`src/rtl/pcpbs_pkg.sv`:
```
package pcpbs_pkg;

  localparam int TIMER_BITS_DEF = 16;
  localparam int CFG_MS_W       = 16;
  localparam int RETRY_CNT_W    = 3;
  localparam int APB_DATA_W     = 32;
  localparam int APB_ADDR_W     = 4;

  localparam logic [CFG_MS_W-1:0]    PRESS_MS_RST    = 16'd200;
  localparam logic [CFG_MS_W-1:0]    RETRY_MS_RST    = 16'd10000;
  localparam logic [RETRY_CNT_W-1:0] MAX_RETRIES_RST = 3'd2;

  // register index, taken from paddr[3:2]
  localparam logic [1:0] REG_PRESS_MS    = 2'd0;
  localparam logic [1:0] REG_RETRY_MS    = 2'd1;
  localparam logic [1:0] REG_MAX_RETRIES = 2'd2;

  typedef enum logic [1:0] {
    MODE_IDLE,
    MODE_SHUTDOWN,
    MODE_STARTUP
  } mode_e;

endpackage

```
`src/rtl/pc_power_button_sequencer.sv`:
```
// a result is registered and valid in the cycle after its item is accepted
// throughput: one item per cycle; a new item is taken while the result
//   register is empty or being drained in the same cycle
// reset: rst_ni clears the sequence, the press and the result valid at once,
//   and loads press_ms 200, retry_ms 10000, max_retries 2
module pc_power_button_sequencer #(
  parameter int TIMER_BITS = pcpbs_pkg::TIMER_BITS_DEF
) (
  input  logic                                clk_i,
  input  logic                                rst_ni,
  input  logic                                in_valid_i,
  output logic                                in_stall_o,
  input  logic                                pc_powered_i,
  input  logic                                cmd_valid_i,
  input  logic                                cmd_on_i,
  output logic                                out_valid_o,
  input  logic                                out_stall_i,
  output logic                                button_drive_o,
  output logic                                reported_on_o,
  output logic                                gave_up_o,
  input  logic                                psel,
  input  logic                                penable,
  input  logic                                pwrite,
  input  logic [pcpbs_pkg::APB_ADDR_W-1:0]    paddr,
  input  logic [pcpbs_pkg::APB_DATA_W-1:0]    pwdata,
  output logic [pcpbs_pkg::APB_DATA_W-1:0]    prdata,
  output logic                                pready
);

  localparam int CmpW = (TIMER_BITS > pcpbs_pkg::CFG_MS_W) ? TIMER_BITS : pcpbs_pkg::CFG_MS_W;
  localparam logic [TIMER_BITS-1:0] TMax = {TIMER_BITS{1'b1}};

  // configuration registers
  logic [pcpbs_pkg::CFG_MS_W-1:0]    press_ms_q, retry_ms_q;
  logic [pcpbs_pkg::RETRY_CNT_W-1:0] max_retries_q;
  logic                              cfg_wr;

  assign pready = 1'b1;
  assign cfg_wr = psel & penable & pwrite;

  always_ff @(posedge clk_i or negedge rst_ni) begin
    if (!rst_ni) begin
      press_ms_q    <= pcpbs_pkg::PRESS_MS_RST;
      retry_ms_q    <= pcpbs_pkg::RETRY_MS_RST;
      max_retries_q <= pcpbs_pkg::MAX_RETRIES_RST;
    end else if (cfg_wr) begin
      case (paddr[3:2])
        pcpbs_pkg::REG_PRESS_MS:    press_ms_q    <= pwdata[pcpbs_pkg::CFG_MS_W-1:0];
        pcpbs_pkg::REG_RETRY_MS:    retry_ms_q    <= pwdata[pcpbs_pkg::CFG_MS_W-1:0];
        pcpbs_pkg::REG_MAX_RETRIES: max_retries_q <= pwdata[pcpbs_pkg::RETRY_CNT_W-1:0];
        default: ;
      endcase
    end
  end

  always_comb begin
    case (paddr[3:2])
      pcpbs_pkg::REG_PRESS_MS:    prdata = pcpbs_pkg::APB_DATA_W'(press_ms_q);
      pcpbs_pkg::REG_RETRY_MS:    prdata = pcpbs_pkg::APB_DATA_W'(retry_ms_q);
      pcpbs_pkg::REG_MAX_RETRIES: prdata = pcpbs_pkg::APB_DATA_W'(max_retries_q);
      default:                    prdata = '0;
    endcase
  end

  // handshake
  logic in_acc;
  logic out_valid_q, out_valid_d;

  assign in_stall_o  = out_valid_q & out_stall_i;
  assign in_acc      = in_valid_i & ~in_stall_o;
  assign out_valid_d = in_acc | (out_valid_q & out_stall_i);

  // sequence state
  pcpbs_pkg::mode_e                  mode_q, mode_d;
  logic [pcpbs_pkg::RETRY_CNT_W-1:0] retry_cnt_q, retry_cnt_d;
  logic [TIMER_BITS-1:0]             seq_tmr_q, seq_tmr_d;
  logic                              press_act_q, press_act_d;
  logic [TIMER_BITS-1:0]             press_tmr_q, press_tmr_d;

  logic press_start;
  logic gave_w, drive_w, rep_w;

  // request, then sequence check
  always_comb begin
    pcpbs_pkg::mode_e mode_r;
    logic             reached;
    logic             expired;
    mode_r      = mode_q;
    retry_cnt_d = retry_cnt_q;
    seq_tmr_d   = seq_tmr_q;
    press_start = 1'b0;
    gave_w      = 1'b0;

    if (cmd_valid_i) begin
      if (cmd_on_i && !pc_powered_i && mode_q != pcpbs_pkg::MODE_STARTUP) begin
        mode_r      = pcpbs_pkg::MODE_STARTUP;
        retry_cnt_d = '0;
        seq_tmr_d   = '0;
        press_start = 1'b1;
      end else if (!cmd_on_i && pc_powered_i && mode_q != pcpbs_pkg::MODE_SHUTDOWN) begin
        mode_r      = pcpbs_pkg::MODE_SHUTDOWN;
        retry_cnt_d = '0;
        seq_tmr_d   = '0;
        press_start = 1'b1;
      end
    end

    mode_d  = mode_r;
    reached = (mode_r == pcpbs_pkg::MODE_SHUTDOWN) ? !pc_powered_i : pc_powered_i;
    expired = (CmpW'(seq_tmr_d) >= CmpW'(retry_ms_q)) || (seq_tmr_d == TMax);

    if (mode_r != pcpbs_pkg::MODE_IDLE) begin
      if (reached) begin
        mode_d      = pcpbs_pkg::MODE_IDLE;
        retry_cnt_d = '0;
        seq_tmr_d   = '0;
      end else if (expired) begin
        if (retry_cnt_d < max_retries_q) begin
          retry_cnt_d = pcpbs_pkg::RETRY_CNT_W'(retry_cnt_d + 1'b1);
          seq_tmr_d   = '0;
          press_start = 1'b1;
        end else begin
          mode_d      = pcpbs_pkg::MODE_IDLE;
          retry_cnt_d = '0;
          seq_tmr_d   = '0;
          gave_w      = 1'b1;
        end
      end else begin
        seq_tmr_d = seq_tmr_d + 1'b1;
      end
    end
  end

  // button drive
  always_comb begin
    logic                  act;
    logic [TIMER_BITS-1:0] tmr;
    act = press_start | press_act_q;
    tmr = press_start ? '0 : press_tmr_q;
    drive_w = act && (CmpW'(tmr) < CmpW'(press_ms_q));
    if (drive_w) begin
      press_act_d = 1'b1;
      press_tmr_d = (tmr == TMax) ? tmr : tmr + 1'b1;
    end else begin
      press_act_d = 1'b0;
      press_tmr_d = tmr;
    end
  end

  // reported state
  always_comb begin
    case (mode_d)
      pcpbs_pkg::MODE_STARTUP:  rep_w = 1'b1;
      pcpbs_pkg::MODE_SHUTDOWN: rep_w = 1'b0;
      default:                  rep_w = pc_powered_i;
    endcase
  end

  always_ff @(posedge clk_i or negedge rst_ni) begin
    if (!rst_ni) begin
      mode_q      <= pcpbs_pkg::MODE_IDLE;
      retry_cnt_q <= '0;
      seq_tmr_q   <= '0;
      press_act_q <= 1'b0;
      press_tmr_q <= '0;
      out_valid_q <= 1'b0;
    end else begin
      out_valid_q <= out_valid_d;
      if (in_acc) begin
        mode_q      <= mode_d;
        retry_cnt_q <= retry_cnt_d;
        seq_tmr_q   <= seq_tmr_d;
        press_act_q <= press_act_d;
        press_tmr_q <= press_tmr_d;
      end
    end
  end

  logic drive_q, rep_q, gave_q;

  always_ff @(posedge clk_i) begin
    if (in_acc) begin
      drive_q <= drive_w;
      rep_q   <= rep_w;
      gave_q  <= gave_w;
    end
  end

  assign out_valid_o    = out_valid_q;
  assign button_drive_o = drive_q;
  assign reported_on_o  = rep_q;
  assign gave_up_o      = gave_q;

endmodule

```
`config.mk`:
```
export PLATFORM = sky130hd
export DESIGN_NAME = pc_power_button_sequencer
export DESIGN_NICKNAME = d
export VERILOG_FILES = /design/src/rtl/pcpbs_pkg.sv /design/src/rtl/pc_power_button_sequencer.sv
export SDC_FILE = /design/constraint.sdc
export NUM_CORES = 1
export LEC_CHECK = 0
export BUFFER_PORTS_ARGS = -buffer_cell sky130_fd_sc_hd__buf_2
export CAP_MARGIN = 20
export CORE_UTILIZATION = 58
export DETAILED_ROUTE_END_ITERATION = 10
export PLACE_DENSITY = 0.86
export SYNTH_ARGS = -nofsm -noshare
export SYNTH_HDL_FRONTEND = slang
export SYNTH_SLANG_ARGS = --single-unit
```
`constraint.sdc`:
```
create_clock -name clk_i -period 8.12 [get_ports clk_i]
set_clock_uncertainty 0.15 [all_clocks]
set_input_delay 0 -clock clk_i [delete_from_list [all_inputs] [get_ports clk_i]]
set_output_delay 0 -clock clk_i [all_outputs]
set_load 0.01 [all_outputs]
```
After elaboration in Yosys (flattened, before gate mapping)
Index checks and enable logic that the tools add are counted.

Add/subtract/negate cells: 3. Magnitude comparators: 3. Equal/unequal tests: 9. Mux-type cells: 35. Bitwise logic cells: 9. Reductions and logical operators: 14.

Operator list (number): 2-to-1 mux 16 bit (9); one-hot mux 16 bit (3 select lines) (1); adder 16 x 1 -> 16 bit (second input constant) (2); equality test 16 bit (second input constant) (2); 2-to-1 mux 3 bit (7); >= comparator 16 bit (1); < comparator 16 bit (1); 2-to-1 mux 2 bit (7); 2-to-1 mux 1 bit (10); equality test 2 x 1 -> 1 bit (second input constant) (3); AND reduction 2 bit (3); logical AND 1 bit (5); bitwise AND 1 bit (4); equality test 2 bit (second input constant) (2); adder 3 x 1 -> 3 bit (second input constant) (1); < comparator 3 bit (1); NOT 1 bit (3); OR reduction 3 bit (1); logical NOT 1 bit (2); logical NOT 2 bit (1); inequality test 2 x 1 -> 1 bit (second input constant) (1); inequality test 2 bit (second input constant) (1); OR 1 bit (2); one-hot mux 1 bit (2 select lines) (1); 2 further kinds (2).

Flip-flop bits (word level): 77. Output and inout port bits: 38.

Depth between registers and ports, before layout
Gate-level depths: netlist of the first run.

Depth after elaboration: 15. Depth in mapped cells: 27. Mapped depth without buffers: 22.

Worst setup path before layout of the first run
Ideal clock, no wire load.

Path type: reg-to-reg. From: reg mode_q[1]. To: reg press_tmr_q[14]. Data arrival time: 5.551 ns. Required time: 7.844 ns. Path slack: 2.294 ns. Cell stages (with the launch flop): 26. Buffers on the path: 4. Period minus slack after synthesis: 5.826 ns. Cell sequence: dfrtp_1 -> nand2b_1 -> a22oi_1 -> nand2b_1 -> clkbuf_1 -> clkbuf_1 -> and2_1 -> ha_1 -> and3_1 -> o21ai_0 -> a311oi_1 -> o31ai_1 -> a21o_1 -> buf_2 -> clkbuf_1 -> and2_1 -> ha_1 -> a211oi_1 -> o21ai_0 -> a221oi_1 -> o311ai_0 -> nand2_1 -> a22o_1 -> nor3_2 -> or4_1 -> o311a_1.

Longest elaborated chain between the ends: 14.

Ends and longest elaborated chain: start, declared (line pc_power_button_sequencer.sv:74) `pcpbs_pkg::mode_e mode_q, mode_d;`; start signal, assigned (line pc_power_button_sequencer.sv:161) `mode_q <= pcpbs_pkg::MODE_IDLE;`; start signal, assigned (line pc_power_button_sequencer.sv:170) `mode_q <= mode_d;`; inequality test 2 x 1 -> 1 bit (line pc_power_button_sequencer.sv:100) `end else if (!cmd_on_i && pc_powered_i && mode_q != pcpbs_pkg::MODE_SHUTDOWN) begin`; logical AND 1 bit (line pc_power_button_sequencer.sv:100); 2-to-1 mux 16 bit or 2-to-1 mux 3 bit (tied branches) (line pc_power_button_sequencer.sv:100); 2-to-1 mux 16 bit or 2-to-1 mux 3 bit (tied branches) (line pc_power_button_sequencer.sv:95) `if (cmd_on_i && !pc_powered_i && mode_q != pcpbs_pkg::MODE_STARTUP) begin`; 2-to-1 mux 16 bit or 2-to-1 mux 3 bit (tied branches) (line pc_power_button_sequencer.sv:94) `if (cmd_valid_i) begin`; >= comparator 16 bit, or another cell as far along (line pc_power_button_sequencer.sv:110) `expired = (CmpW'(seq_tmr_d) >= CmpW'(retry_ms_q)) || (seq_tmr_d == TMax);`; logical OR 1 bit or 2-to-1 mux 1 bit (tied branches) (line pc_power_button_sequencer.sv:110, pc_power_button_sequencer.sv:118); 2-to-1 mux 1 bit (line pc_power_button_sequencer.sv:117) `end else if (expired) begin`; 2-to-1 mux 1 bit (line pc_power_button_sequencer.sv:113) `if (reached) begin`; 2-to-1 mux 1 bit * (line pc_power_button_sequencer.sv:112) `if (mode_r != pcpbs_pkg::MODE_IDLE) begin`; 2-to-1 mux 16 bit (line pc_power_button_sequencer.sv:139) `tmr = press_start ? '0 : press_tmr_q;`; adder 16 x 1 -> 16 bit, or another cell as far along (line pc_power_button_sequencer.sv:143) `press_tmr_d = (tmr == TMax) ? tmr : tmr + 1'b1;`; 2-to-1 mux 16 bit or logical AND 1 bit (tied branches) (line pc_power_button_sequencer.sv:143, pc_power_button_sequencer.sv:140); 2-to-1 mux 16 bit * (line pc_power_button_sequencer.sv:141) `if (drive_w) begin`; end signal, assigned (line pc_power_button_sequencer.sv:174) `press_tmr_q <= press_tmr_d;`; end, declared (line pc_power_button_sequencer.sv:78) `logic [TIMER_BITS-1:0] press_tmr_q, press_tmr_d;`.

Mark *: on every way between the ends. The rest lies on a longest branch, timed or not. A chain may end at the register's enable or synchronous reset.

Final worst setup path of the first run
From: reg mode_q[1]. To: reg press_tmr_q[11].

Same word-level chain as after synthesis.

==> results of run 1 <==
==> cells in the mapped netlist (18+ instances only) <==
cell type | count | area, µm²
sky130_fd_sc_hd__nor2_1 | 45 | 169
sky130_fd_sc_hd__a21oi_1 | 22 | 110
sky130_fd_sc_hd__mux2_2 | 21 | 236
sky130_fd_sc_hd__and2_1 | 23 | 144
sky130_fd_sc_hd__o21ai_0 | 58 | 290
sky130_fd_sc_hd__nand2_1 | 77 | 289
sky130_fd_sc_hd__nand3_1 | 18 | 90.1
sky130_fd_sc_hd__dfrtp_1 | 65 | 1630
sky130_fd_sc_hd__inv_1 | 56 | 210
sky130_fd_sc_hd__ha_1 | 36 | 450
sky130_fd_sc_hd__clkbuf_1 | 18 | 67.6
==> per-stage QoR <==
step                      total power, mW  instance area (µm²)  std cells
after floorplan                     0.900                 5460        650
after global placement               1.00                 5660        772
after detailed placement             1.04                 5660        772
after CTS                            1.34                 6080        810
after global routing                 1.44                 6080        810
final                                1.35                 6080        810
==> sequential cells by signal, summed over array words and instances, names as in the netlist <==
| name | flops |
|---|---|
| out_valid_o | 1 |
| retry_cnt_q | 3 |
| press_tmr_q | 16 |
| gave_up_o | 1 |
| max_retries_q | 3 |
| mode_q | 2 |
| reported_on_o | 1 |
| seq_tmr_q | 16 |
| retry_ms_q | 16 |
| button_drive_o | 1 |
| press_act_q | 1 |
| press_ms_q | 16 |
==> power breakdown <==
part | total (mW) | internal [mW] | leakage [nW] | switching [mW]
logic | 0.522 | 0.204 | 1.84 | 0.318
clock network | 0.295 | 0.150 | 0.0926 | 0.144
registers | 0.538 | 0.469 | 0.948 | 0.0694
==> placed cells by master, fill, tap and decap left out, types with 5 or more instances in the layout <==
master	n
sky130_fd_sc_hd__a211oi_1	5
sky130_fd_sc_hd__a21oi_1	22
sky130_fd_sc_hd__and2_1	23
sky130_fd_sc_hd__and3_1	10
sky130_fd_sc_hd__buf_2	48
sky130_fd_sc_hd__buf_4	6
sky130_fd_sc_hd__clkbuf_8	10
sky130_fd_sc_hd__conb_1	17
sky130_fd_sc_hd__dfrtp_1	65
sky130_fd_sc_hd__dfstp_2	9
sky130_fd_sc_hd__dlygate4sd3_1	22
sky130_fd_sc_hd__ha_1	36
sky130_fd_sc_hd__inv_1	56
sky130_fd_sc_hd__mux2_2	21
sky130_fd_sc_hd__mux2i_1	17
sky130_fd_sc_hd__nand2_1	77
sky130_fd_sc_hd__nand2b_1	9
sky130_fd_sc_hd__nand3_1	18
sky130_fd_sc_hd__nand4_1	10
sky130_fd_sc_hd__nor2_1	45
sky130_fd_sc_hd__nor2b_1	6
sky130_fd_sc_hd__nor3_1	14
sky130_fd_sc_hd__o21ai_0	58
sky130_fd_sc_hd__o31ai_1	10
sky130_fd_sc_hd__or3_1	5
sky130_fd_sc_hd__or4_1	5
==> tightest hold or removal path, delay by kind of cell <==
| family | cells | cell delay [ns] |
|---|---|---|
| simple gates | 3 | 0.31 |
| buf+inv | 1 | 0.15 |
| compound gates | 1 | 0.07 |
==> final timing paths <==
check | start | to | slack, ns | cells after the start
setup / recovery | mode_q[1] | press_tmr_q[11] | 1.32 | 22
min in group asynchronous | rst_ni | seq_tmr_q[15] | 0.24 | 3
max in group asynchronous | rst_ni | press_tmr_q[15] | 6.92 | 3
setup reg to reg | mode_q[1] | press_tmr_q[11] | 1.32 | 22
hold / removal | cmd_valid_i | seq_tmr_q[3] | 0.06 | 5
hold reg to reg | retry_cnt_q[2] | retry_cnt_q[2] | 0.36 | 2
==> metal layers <==
layer  vias up  GRT usage [%]
met5         -              0
met3        55           5.46
li1       2333              -
met2       272           50.8
met4         0           14.0
met1      2416           37.3
==> area by class of cell <==
type,instances,area (µm²)
clock buffers,12,145
repair buffers,76,505
clock inverters,4,50.0
multi-input cells,476,3070
inverters,57,214
well taps,108,135
fillers,663,2770
flip-flops and latches,77,1950
==> kinds of logic after synthesis <==
| kind of cell | Yosys count |
|---|---|
| other | 2 |
| buffers and inverters | 97 |
| and+or+nand+nor | 241 |
| xor gates and xnor gates | 3 |
| AOI/OAI and AO/OA | 141 |
| muxes | 38 |
| DFF | 77 |
| adders and majority gates | 36 |
==> repair_timing <==
item,CTS,global route
hold endpoints to repair,102,0
hold buffers,22,0
buffers inserted,0,0
==> results, run 1 <==
- The final max-slew violation count is 0.
- The worst endpoint required time is a little over 8 ns.
- The number of global-route vias before repair is 4863.
- Once the floorplan was initialized, standard cells occupied 61.0% of the core.
- For this block, the routed nets add up to 14.2 mm of wire.
- The maximum cell stage delay along the critical path is 0.58 ns.
- Cells fill approximately 69% of the core in the end.
- The count of maximum capacitance violations is 0.
- The shortest clock period the worst path allows after layout is 6.80 ns.
- The number of flip-flops and latches in the synthesized netlist is 77.
- Counting both buffers and inverters, the worst setup path holds a total of 1.
- The worst path uses 83.8% of the clock period.
- At the placement stage, the worst setup path has a slack of 1.48 ns.
- The data arrival time of the worst path is approximately 7 ns.
- Of the total synthesized cell area, the portion taken by full adders, half adders and majority gates is under 10%.
- The top-level I/O count is 84.
- In the final routed layout, each cell accounts on average for 17.5 µm.
- Of the total synthesized cell area, the portion taken by XOR and XNOR cells is less than 1%.
- Among cell families on the critical path, the largest total delay comes from compound AO/OA/AOI/OAI gates.
- The final total negative setup slack is 0 ns.
- Counting flops with a built-in enable in the synthesized netlist gives 3.
- The placement row count is 34.
- In the synthesized netlist, the number of instances is about 640.
- The total CTS buffers is 9.
- Setup repair after global routing left no endpoint under its margin.
- Relative to the synthesized area, the layout overhead comes to 12.5%.
- Routability-driven placement finished with a final weighted congestion of 0.910.
- The share of flip-flops with an asynchronous set or reset is between 90% and 100%.
- Along the worst path, the maximum fanout reaches 21.
- The core region is 8850 µm².
- The cell area power density is 223 nW/µm².
- The worst-case IR drop observed on VDD is 0.000148 V.
- The normalized max-slew margin is about a third.
- The share of the Yosys chip area taken by registers is 36.2%.
- The post-synthesis instance area is 5400 µm².
- The clock tree root driver cell is sky130_fd_sc_hd__clkbuf_8.
- The number of buffers inserted by port buffering is 48.
- The area share of and/or/nand/nor cells after synthesis is 22.3%.
- The cell with the largest stage delay on the worst path is sky130_fd_sc_hd__nand2b_1.
- The residual antenna-violating net count after detailed routing is 0.
- In this run the mean area of a mapped cell was 8.50 µm².
- By startpoint and endpoint, the worst setup path is classified as flop to flop.
- The maximum clock path buffer count is 2.
- The netlist uses 63 different library cells.
- The count of antenna diodes in the layout is 0.
- The detailed route wirelength on metal2 is 6.90 mm.
- Wire segments on met3 add up to 999 µm in the final route.
- The synthesis warning total is 0.
- The number of gates resized after cts is 0.
- The post-layout worst setup margin is 1.32 ns.
- Clock-pin slew was measured on the worst setup and hold paths at 0.08 ns.
- The CTS tree is yes.
- The die covers 9700 µm².
- The first global-routing pass estimated around 23 mm of wire.
- Entering global routing, the biggest net connects 75 pins.
- The share of cell area taken by muxes after synthesis is 7.53%.
- The maximum operating frequency is 147 MHz.
- The transition at the pin with the smallest max-transition slack is 0.983 ns.
- After global routing the overflow that remains totals 0.
- The floorplan step set the die width to ~98 µm.
- The number of antenna violations at the first check in global routing came to 0.
- After detailed routing, no signal wire sits above met4.
- STA classifies the critical path endpoint as a flop.
- The critical path goes through nand2b_1 -> a22oi_1 -> nand2b_1 -> and2_1 -> ha_1 -> and3_1 -> o21ai_0 -> a311oi_1 -> o31ai_1 -> buf_4 -> a21o_1 -> and2_1 -> ha_1 -> a211oi_1 -> o21ai_0 -> a221oi_1 -> o311ai_0 -> nand2_1 -> a22o_1 -> o31a_1 -> nand4_1 -> a221o_1.
- At the later pin of the worst-skew pair, clock insertion delay measures 0.36 ns.
- The classification of the worst-slack hold path is input port to flop.
- From bottom edge to top edge, the die measures between 90 and 100 µm.
- The final worst hold slack is around 0.057 ns.
- Summed over all cells, the static leakage comes to 2.88 nW.
- The number of endpoints with negative hold slack in the final report is 0.
- The detailed router put a total of 5.81 mm of wire on met1.
- The global router's overall resource usage is 29.9%.
- Using the TritonRoute via totals, the vias-per-cell ratio works out to 6.27.
- The element type at the critical path start is a flop.
- The post-detailed-placement half-perimeter wirelength is 9.75 mm.
- Setup violations remaining at the end of the flow were counted as 0.
- The count of clock tree sinks is a little under 80.
- In the routed design, unresolved DRC markers number 0.
- The CTS H-tree depth is 3.
- The violation count after the first detailed-routing iteration is 440.
- The post-synthesis compound-gate area fraction is 16.9%.
- Cells with a size suffix above 1 make up ~15% of the layout.
- The detailed-router iteration count before antenna repair is 7.
- The overall via count from detail_route is 5076.
- The flow ran to the end, and the final reports show no timing, DRC or antenna violations.
- After synthesis, the largest family of logic cells by area is simple AND/OR/NAND/NOR gates.
- In the final design database the tool counted 779 nets.
- For this run, the leading register cell type out of synthesis is sky130_fd_sc_hd__dfrtp_1.
Note: power is estimated with default switching activity, not from simulation.
==> run 2, diff against run 1 <==
==> constraint.sdc (replaced) <==
create_clock -name clk_i -period 6.5 [get_ports clk_i]
set_clock_uncertainty 0.15 [all_clocks]
set_input_delay 0 -clock clk_i [delete_from_list [all_inputs] [get_ports clk_i]]
set_output_delay 0 -clock clk_i [all_outputs]
set_load 0.01 [all_outputs]
==> run 2 against run 1 <==
Design area rose by 0.99%. Fmax rose by 8.7%. Clock-buffer cell count fell by 1. Routed wire length rose by 1.7%. Sequential power rose by 25%. Register-to-register slack got worse by 1.1 ns. Critical path depth did not move. Critical path type unchanged.
==> results, run 2 (synthesized netlist as in run 1, its figures left out) <==
- The overall via count from detail_route is 5038 (-0.75%).
- The worst register-to-register path begins at mode_q[1].
- The cell area reported after detailed placement is 5680 µm² (+0.27%).
- The post-detailed-placement half-perimeter wirelength is 9.94 mm (+1.9%).
- The startpoint of the worst setup timing path is mode_q[1].
- The violation count after the first detailed-routing iteration is 421 (-4.3%).
- The number of endpoints with negative hold slack in the final report was 0 (unchanged).
- The effective utilization at floorplan is 61.0% (unchanged).
- The leakage power summed over all cells came to 2.90 nW (+0.81%).
- The floorplan die height is 98.5 µm (unchanged).
- The post-detailed-route via-to-cell ratio came to 6.20 (-1.1%).
- The data arrival time of the worst path is 6.35 ns (-0.56 ns).
- The maximum ir drop on the vdd rail is 0.000182 V (+24%).
- The global router's overall resource usage is 31.0% (+1.0 points).
- The setup path with the least slack is of type flop to flop.
- The total CTS buffers is 9 (unchanged).
- The clock tree root driver cell is sky130_fd_sc_hd__clkbuf_8.
- The area growth from synthesis to final layout is 13.6%.
- The count of clock tree sinks is 77 (unchanged).
- The library cell used most frequently in the layout, excluding fill and tap cells, is sky130_fd_sc_hd__nand2_1.
- The top fanout value on the critical path is 18 (-14%).
- The final wirelength is 14.4 mm (+1.7%).
- The number of antenna violations at the first check in global routing came to 0 (unchanged).
- The die boundary width is 98.5 µm (unchanged).
- STA classifies the critical path endpoint as a flop.
- The transition at the pin with the smallest max-transition slack is 0.973 ns (-0.0103 ns).
- The setup violation total in the final timing report is 0 (unchanged).
- The residual antenna-violating net count after detailed routing is 0 (unchanged).
- The core box area is 8850 µm² (unchanged).
- The count of filler cells inserted in the layout is 613 (-7.5%).
- The detailed-router iteration count before antenna repair is 7 (unchanged).
- The overflow left after global routing is 0 (unchanged).
- The portion of the clock cycle consumed by the worst path in the final layout was 96.3% (+13 points).
- The launch instance of the worst min-delay path is cmd_valid_i.
- The area of the die was 9700 µm² (unchanged).
- The routability congestion estimate from global placement came to 0.913 (+0.38%).
- In the layout the commonest cells are 77 x sky130_fd_sc_hd__nand2_1, 65 x sky130_fd_sc_hd__dfrtp_1, 58 x sky130_fd_sc_hd__o21ai_0.
- The routed length per placed instance came to 17.7 µm (+1.3%).
- The post-route standard cell area excluding fillers is 6140 µm² (+0.99%).
- The largest net degree at the start of global routing is 75 (unchanged).
- The final max-slew violation count came to 0 (unchanged).
- The DRC violation count after routing is 0 (unchanged).
- The number of nets in the finished design came to 782 (+0.39%).
- The top-level I/O count is 84 (unchanged).
- The count of maximum capacitance violations is 0 (unchanged).
- TritonCTS built the clock tree.
- The number of post-CTS setup repair buffers is 0 (unchanged).
- The flow ran to the end, and the final reports show no timing, DRC or antenna violations.
- The layout cell share with drive strength beyond 1 is 16.2% (+0.79 points).
- The pre-CTS worst setup slack came to 0.196 ns (-1.29 ns).
- The normalized max-slew margin is 35.1% (+1.1 points).
- The count of antenna diodes in the layout is 0 (unchanged).
- The placement row count is 34 (unchanged).
- The maximum operating frequency was 160 MHz (+8.7%).
- The number of global-route vias before repair is 5123 (+5.3%).
- The power after layout is 1.73 mW (+28%).
- The clock input transition at the sequential cells of the worst setup and hold paths is 0.09 ns (about the same).
- The final total negative setup slack is 0 ns (unchanged).
- The number of buffers inserted by port buffering is 48 (unchanged).
- The classification of the worst-slack hold path is input port to flop.
- The CTS H-tree depth is 3 (unchanged).
- The wire length of the first global-routing pass is 23.9 mm (+3.8%).
- The maximum clock path buffer count came to 2 (unchanged).
- The cell area power density came to 282 nW/µm² (+27%).
- The post-layout worst setup margin is 0.241 ns (-1.08 ns).
- The worst setup path is launched from a flop.
- The final worst hold slack is 0.111 ns (+0.0543 ns).
- The shortest clock period the worst path allows after layout came to 6.26 ns (-0.544 ns).
- The worst endpoint required time is 6.59 ns (-1.63 ns).
- The clock latency on the worst-skew pair is 0.36 ns (about the same).
run 2: layout make-up:
| cell class | instances | area [µm²] | share of cell area [%] |
|---|---|---|---|
| inverter | 57 | 214 | 3.49 |
| clock inverter | 5 | 57.6 | 0.938 |
| multi-input combinational | 476 | 3090 | 50.4 |
| clock buffer | 11 | 153 | 2.49 |
| timing repair buffer | 79 | 531 | 8.65 |
| sequential | 77 | 1950 | 31.8 |
| tap | 108 | 135 | 2.20 |
run 2: power breakdown:
part	internal [mW]	switching, mW	leakage (nW)	total (mW)
sequential	0.585	0.0852	0.948	0.670
combinational	0.264	0.407	1.85	0.672
clock	0.200	0.191	0.0967	0.391
run 2: what timing repair did:
item	CTS	global route
setup endpoints to repair	0	16
hold buffers	23	0
resized for setup	0	5
endpoints found under the hold margin	102	0
run 2: worst paths after layout:
check                             endpoint  slack (ns)  cells past startpoint
min                           seq_tmr_q[3]        0.11                      5
max reg2reg                press_tmr_q[14]        0.24                     22
min reg2reg                 retry_cnt_q[2]        0.36                      2
max                        press_tmr_q[14]        0.24                     22
max in group asynchronous   press_tmr_q[9]        5.31                      3
min in group asynchronous    seq_tmr_q[12]        0.23                      3
run 2: per-layer routing:
metal  up-vias  GRT usage (%)  share of wire (%)
met5         -              0                  0
met4         0           14.9                3.4
met3        53           5.89                7.3
met2       255           53.4                 49
met1      2393           37.4                 40
li1       2337              -                  -
run 2: metrics by stage:
stage | std cells | util, %
final | 813 | 69.3
after CTS | 813 | 69.1
after global routing | 813 | 69.3
after floorplan | 650 | -
after global placement | 774 | 64.1
after detailed placement | 774 | 64.1
run 2: worst max-delay path, stage by stage, from the launching register on:
cell	delay [ns]
sky130_fd_sc_hd__dfrtp_1	0.47
sky130_fd_sc_hd__nand2b_1	0.20
sky130_fd_sc_hd__a22oi_1	0.28
sky130_fd_sc_hd__nand2b_4	0.32
sky130_fd_sc_hd__and2_1	0.22
sky130_fd_sc_hd__ha_1	0.26
sky130_fd_sc_hd__and3_1	0.17
sky130_fd_sc_hd__o21ai_0	0.16
sky130_fd_sc_hd__a311oi_1	0.16
sky130_fd_sc_hd__o31ai_1	0.31
sky130_fd_sc_hd__buf_4	0.21
sky130_fd_sc_hd__a21o_1	0.39
sky130_fd_sc_hd__and2_1	0.22
sky130_fd_sc_hd__ha_1	0.25
sky130_fd_sc_hd__a211oi_1	0.23
sky130_fd_sc_hd__o21ai_0	0.16
sky130_fd_sc_hd__a221oi_1	0.41
sky130_fd_sc_hd__o311ai_0	0.23
sky130_fd_sc_hd__nand2_1	0.12
sky130_fd_sc_hd__a22o_1	0.25
sky130_fd_sc_hd__nor3_2	0.11
sky130_fd_sc_hd__or4_1	0.55
sky130_fd_sc_hd__o311a_1	0.32
